## config.mk

```make
export PLATFORM = sky130hd
export DESIGN_NAME = egd_ram
export DESIGN_NICKNAME = d
export VERILOG_FILES = /design/src/rtl/core/egd_ram.sv
export SDC_FILE = /design/constraint.sdc
export NUM_CORES = 2
export LEC_CHECK = 0
export BUFFER_PORTS_ARGS = -buffer_cell sky130_fd_sc_hd__buf_2
export CAP_MARGIN = 20
export CORE_MARGIN = 10
export CORE_UTILIZATION = 30
export DETAILED_ROUTE_END_ITERATION = 8
export MAX_ROUTING_LAYER = met4
export PLACE_DENSITY_LB_ADDON = 0.08
export SLEW_MARGIN = 20
export SYNTH_ARGS = -nofsm -noshare
export SYNTH_HDL_FRONTEND = slang
export SYNTH_SLANG_ARGS = --single-unit
```

## constraint.sdc

```tcl
create_clock -name clk -period 2.58 [get_ports clk]
set_input_delay 0.129 -clock clk [delete_from_list [all_inputs] [get_ports clk]]
set_output_delay 0.129 -clock clk [all_outputs]
set_load 0.03 [all_outputs]
```

## src/rtl/core/egd_ram.sv

```systemverilog
// Generic single-write, single-read RAM with registered read data.
// No dependencies.
module egd_ram #(
    parameter int WIDTH = 8,
    parameter int DEPTH = 256
) (
    input  logic                     clk,
    input  logic                     we,
    input  logic [$clog2(DEPTH)-1:0] waddr,
    input  logic [WIDTH-1:0]         wdata,
    input  logic [$clog2(DEPTH)-1:0] raddr,
    output logic [WIDTH-1:0]         rdata
);

    logic [WIDTH-1:0] mem [DEPTH];

    always_ff @(posedge clk)
    begin
        if (we)
        begin
            mem[waddr] <= wdata;
        end
        rdata <= mem[raddr];
    end

endmodule

```

Yosys cells after proc, flatten, opt, wreduce, memory -nomap -nowiden
Memories as Yosys holds them, arrays and structs flattened. A register that Yosys moved wholly into a read port is not among the register bits.
Index checks and enable logic that the tools add are counted.
Cells by class
  mux-type cells: 2
Operators by type and width (count)
  $mux 1: 2
Word-level totals
  bits in registers: 0
  RAM bits: 2048
  output and inout bits: 8
  word-level logic and storage cells: 3
  memories kept: 1
Memories
  mem: depth 256, width 8, rd ports 1, clocked after memory_dff 1, write ports 1, line 15  | logic [WIDTH-1:0] mem [DEPTH];

Depth between registers and ports, before layout
  depth in word-level cells: 2
  gate-level depth with buffers: 11
  mapped depth without buffers: 6

Worst setup path before layout
Ideal clock, no wire load.
  path kind: input port to flip-flop
  start: in raddr[0]
  end: reg rdata[2], read port of mem
  arrival: 1.936 ns
  required time: 2.449 ns
  path slack: 0.513 ns
  stages: 9
  path buffers: 4
  cells stage by stage: buf_6 > buf_12 > buf_8 > buf_2 > mux4_2 > a22oi_1 > a21oi_1 > nor4_1 > nor4_2
RTL lines
  from (decl): line 11  | input logic [$clog2(DEPTH)-1:0] raddr,
  to (decl): line 12  | output logic [WIDTH-1:0] rdata

==> results.py <==
metrics = {
    "power": {
        "seq_power_share_pct": 50.9,
        "p_int_uw": 56500,
        "switching_share_pct": 22.1,
        "power_frac_clock_pct": 43.3,
        "switchingPower_uw": 16000,
        "power_leakage_uw": 0.0311,
        "p_per_area_nw_per_um2": 748,
        "ir_drop_v": 0.000695,
        "pwr-share-comb_pct": 5.8,
    },
    "clock_tree": {
        "cts_tree": "built",
        "clkTransAtPathRegs_ns": 0.06,
        "ctsRootBufferMaster": "clkbuf_16",
        "cts.path.max_buffers": 3,
        "numCtsBuffers": 222,
        "cts.sink_count": 2056,
        "htree_levels": 4,
        "insertion_delay_ns": 0.86,
    },
    "synth": {
        "ys_ff_latch": 2056,
        "syn_area_per_cell_um2": 21.3,
        "ys_warn_count": 0,
        "synth_cell_type_count": 55,
        "synth_cells": 3733,
        "syn_nets": 3759,
        "netlist_area_um2": 79600,
        "ys_seq_area_share_pct": 77.5,
    },
    "routing": {
        "post_drt_wl_per_cell_um": 29.6,
        "drt_wl_total_um": 244000,
        "drc": 0,
        "firstDrtPassIters": 5,
        "drtIter0Drc": 3598,
        "dr_total_vias": 40300,
        "viasPerCell": 4.89,
        "ant_nets": 0,
    },
    "worst_setup_path": {
        "slowest_stage": "nor3_1",
        "end_kind": "flop",
        "crit_path_max_incr_delay_ns": 0.68,
        "critPathBufInv": 0,
        "path_max_fanout": 1,
        "crit_path_frequent_cell": "mux4_2",
        "worst-r2r-setup-slack_ns": 0.04,
        "path_delay_family": "simple AND/OR/NAND/NOR gates",
        "start_kind": "flop",
        "path_cells": "mux4_2, mux4_2, nor2_1, a2111oi_2, nor3_1, nor4_1",
        "worstPathArrival_ns": 3.24,
        "worst_ep_required_time_ns": 3.28,
        "critPathKind": "flop to flop",
    },
    "place": {
        "hpwl_um": 161000,
        "io_buffers": 33,
        "dpl_cell_area_um2": 89600,
        "dp_cells": 7812,
        "globalplace.congestion": 0.770,
    },
    "timing": {
        "max_freq_ghz": 0.393,
        "worst_slew_pin_slew_ns": 0.923,
        "slew_violations": 0,
        "rsz0062_at_grt": "no",
        "setup_tns_ns": 0,
        "fin_skew_ns": 0.0336,
        "finalCriticalPeriod_ns": 2.54,
        "holdWs_ns": 0.109,
        "finalHoldViolCount": 0,
        "setup_viol": 0,
        "max_slew_margin_pct": 38.3,
        "final.period_utilization_pct": 98.6,
    },
    "run": {
        "maxCapViolCount": 0,
    },
    "global_routing": {
        "grt_use_met1_pct": 23.6,
        "grt_use_met2_pct": 27.1,
        "antenna_found_initial": 18,
        "use_met3_pct": 2.83,
        "grt_pass1_vias": 42100,
        "gr-max-usage-layer": "met2",
        "grt_usage_pct": 17.3,
        "grt_pass1_wl_um": 341000,
        "grt_remaining_overflow": 0,
        "grt_max_degree": 99,
    },
    "floorplan": {
        "die_w_um": 535,
        "core_um2": 265000,
        "initial_core_util_pct": 30.1,
        "dieArea_um2": 286000,
        "io_pins": 34,
        "die_y_um": 535,
        "row_count": 189,
    },
    "finish": {
        "regArea_um2": 61700,
        "drive_above_1_share_pct": 33.7,
        "postLayoutCellArea_um2": 96900,
        "fillers": 24400,
        "area_growth_pct": 21.8,
        "multiInputGateArea_um2": 16600,
        "nNetsFinal": 4543,
        "finalNonFillerCells": 8248,
    },
    "min_path": {
        "hp-class": "primary input to flop",
    },
    "run_status": {
        "outcome": "complete, no violations",
    },
}
## cells in the final DEF (no fill, tap or decap), types with 25 or more instances in the layout
master / count
nand3_1: 25
a22oi_1: 133
nand2_1: 32
o221ai_1: 46
clkbuf_16: 224
buf_12: 84
buf_4: 664
nor2_1: 279
mux4_2: 454
edfxtp_1: 2048
a21oi_1: 96
clkinv_1: 54
nor2b_1: 28
o22ai_1: 28
clkinv_2: 38
mux2i_1: 134
clkbuf_1: 48
## path summary, 6_finish.rpt
kind / from / end / cells after the start
worst min-delay path: waddr[4] / mem[188][5]$_DFFE_PP_ / 4
worst min register to register: mem[32][5]$_DFFE_PP_ / rdata[5]$_DFF_P_ / 6
worst max register to register: mem[142][7]$_DFFE_PP_ / rdata[7]$_DFF_P_ / 6
worst max-delay path: mem[142][7]$_DFFE_PP_ / rdata[7]$_DFF_P_ / 6
## kinds of logic after synthesis
group                  count (synthesis)  synth area share [%]
buffers and inverters                235                  1.83
AOI/OAI and AO/OA                    385                  3.42
and+or+nand+nor                      466                  2.63
DFF                                 2056                  77.5
muxes                                591                  14.6
## sequential cells by signal (all words and copies together) (netlist names)
name and flops:
mem 2048, rdata 8
## per-stage QoR
stage | worst slack, ns | utilization, % | total power (uW)
floorplan | 0.513 | - | 39400
global placement | -1.40 | 33.8 | 41900
detailed placement | -0.946 | 33.9 | 41900
CTS | 0.0422 | 36.6 | 73500
global route | 0.00569 | 36.6 | 75100
finish | 0.0358 | 36.6 | 72500
## repair_timing
item,CTS,global route
hold buffers,14,0
setup buffers,0,0
pin swaps,0,0
hold endpoints to repair,944,0
endpoints found under the setup margin,5,1
resized for setup,11,1
## synth_stat cells (all sizes together)
cell,instances,area (um^2)
edfxtp,2048,61500
mux4,456,10300
nor2,282,1060
mux2i,134,1340
a22oi,133,998
buf,122,1030
clkbuf,111,417
a21oi,96,480
o221ai,47,418
nand3,34,170
nand2,33,124
nor2b,31,194
o22ai,28,175
nor4,27,188
nor3,22,110
a211oi,16,120
a221oi,14,129
o21ai,12,60.1
nand4,10,62.6
o211ai,10,75.1
a22o,8,70.1
dfxtp,8,160
nand2b,8,50.1
and2,6,37.5
a2111oi,5,52.6
o22a,5,43.8
o32ai,5,51.3
or2,4,25.0
a311oi,2,17.5
a31oi,2,12.5
and3b,2,17.5
nand3b,2,15.0
a21boi,1,7.51
and3,1,6.26
clkinv,1,3.75
inv,1,3.75
mux2,1,11.3
nor3b,1,7.51
nor4b,1,8.76
o311ai,1,8.76
or2b,1,7.51
or3b,1,8.76
## layer usage
layer / share of wire (%) / routed length [um] / vias up
met5: 0 / 0 / -
met4: 2.5 / 6100 / 0
met3: 4.4 / 10600 / 321
met2: 48 / 117000 / 887
met1: 45 / 110000 / 21800
li1: - / - / 17300
## final cells by class
type                            instances  area share [%]
Sequential cell                      2056            63.6
Inverter                                2         0.00775
Tap cell                             3533            4.56
Clock inverter                        133            1.31
Timing Repair Buffer                  793            7.29
Clock buffer                          274            6.00
Antenna cell                           15          0.0387
Multi-Input combinational cell       1442            17.2
## power groups by stage
stage | logic (uW) | registers, uW | clock network (uW)
2_1_floorplan | 1790 | 37600 | 0
3_3_place_gp | 4310 | 37600 | 0
3_5_place_dp | 4320 | 37600 | 0
4_1_cts | 4360 | 36900 | 32200
5_1_grt | 4510 | 36900 | 33700
6_report | 4230 | 36900 | 31400
## worst reg2reg max path: cells and delay by family, from the launching register on
family           cells  cell delay (ns)
flip-flops           1             0.42
AO/OA/AOI/OAI        1             0.07
multiplexers         2             0.94
AND/OR/NAND/NOR      3             0.95
(Power assumes the default switching activity.)
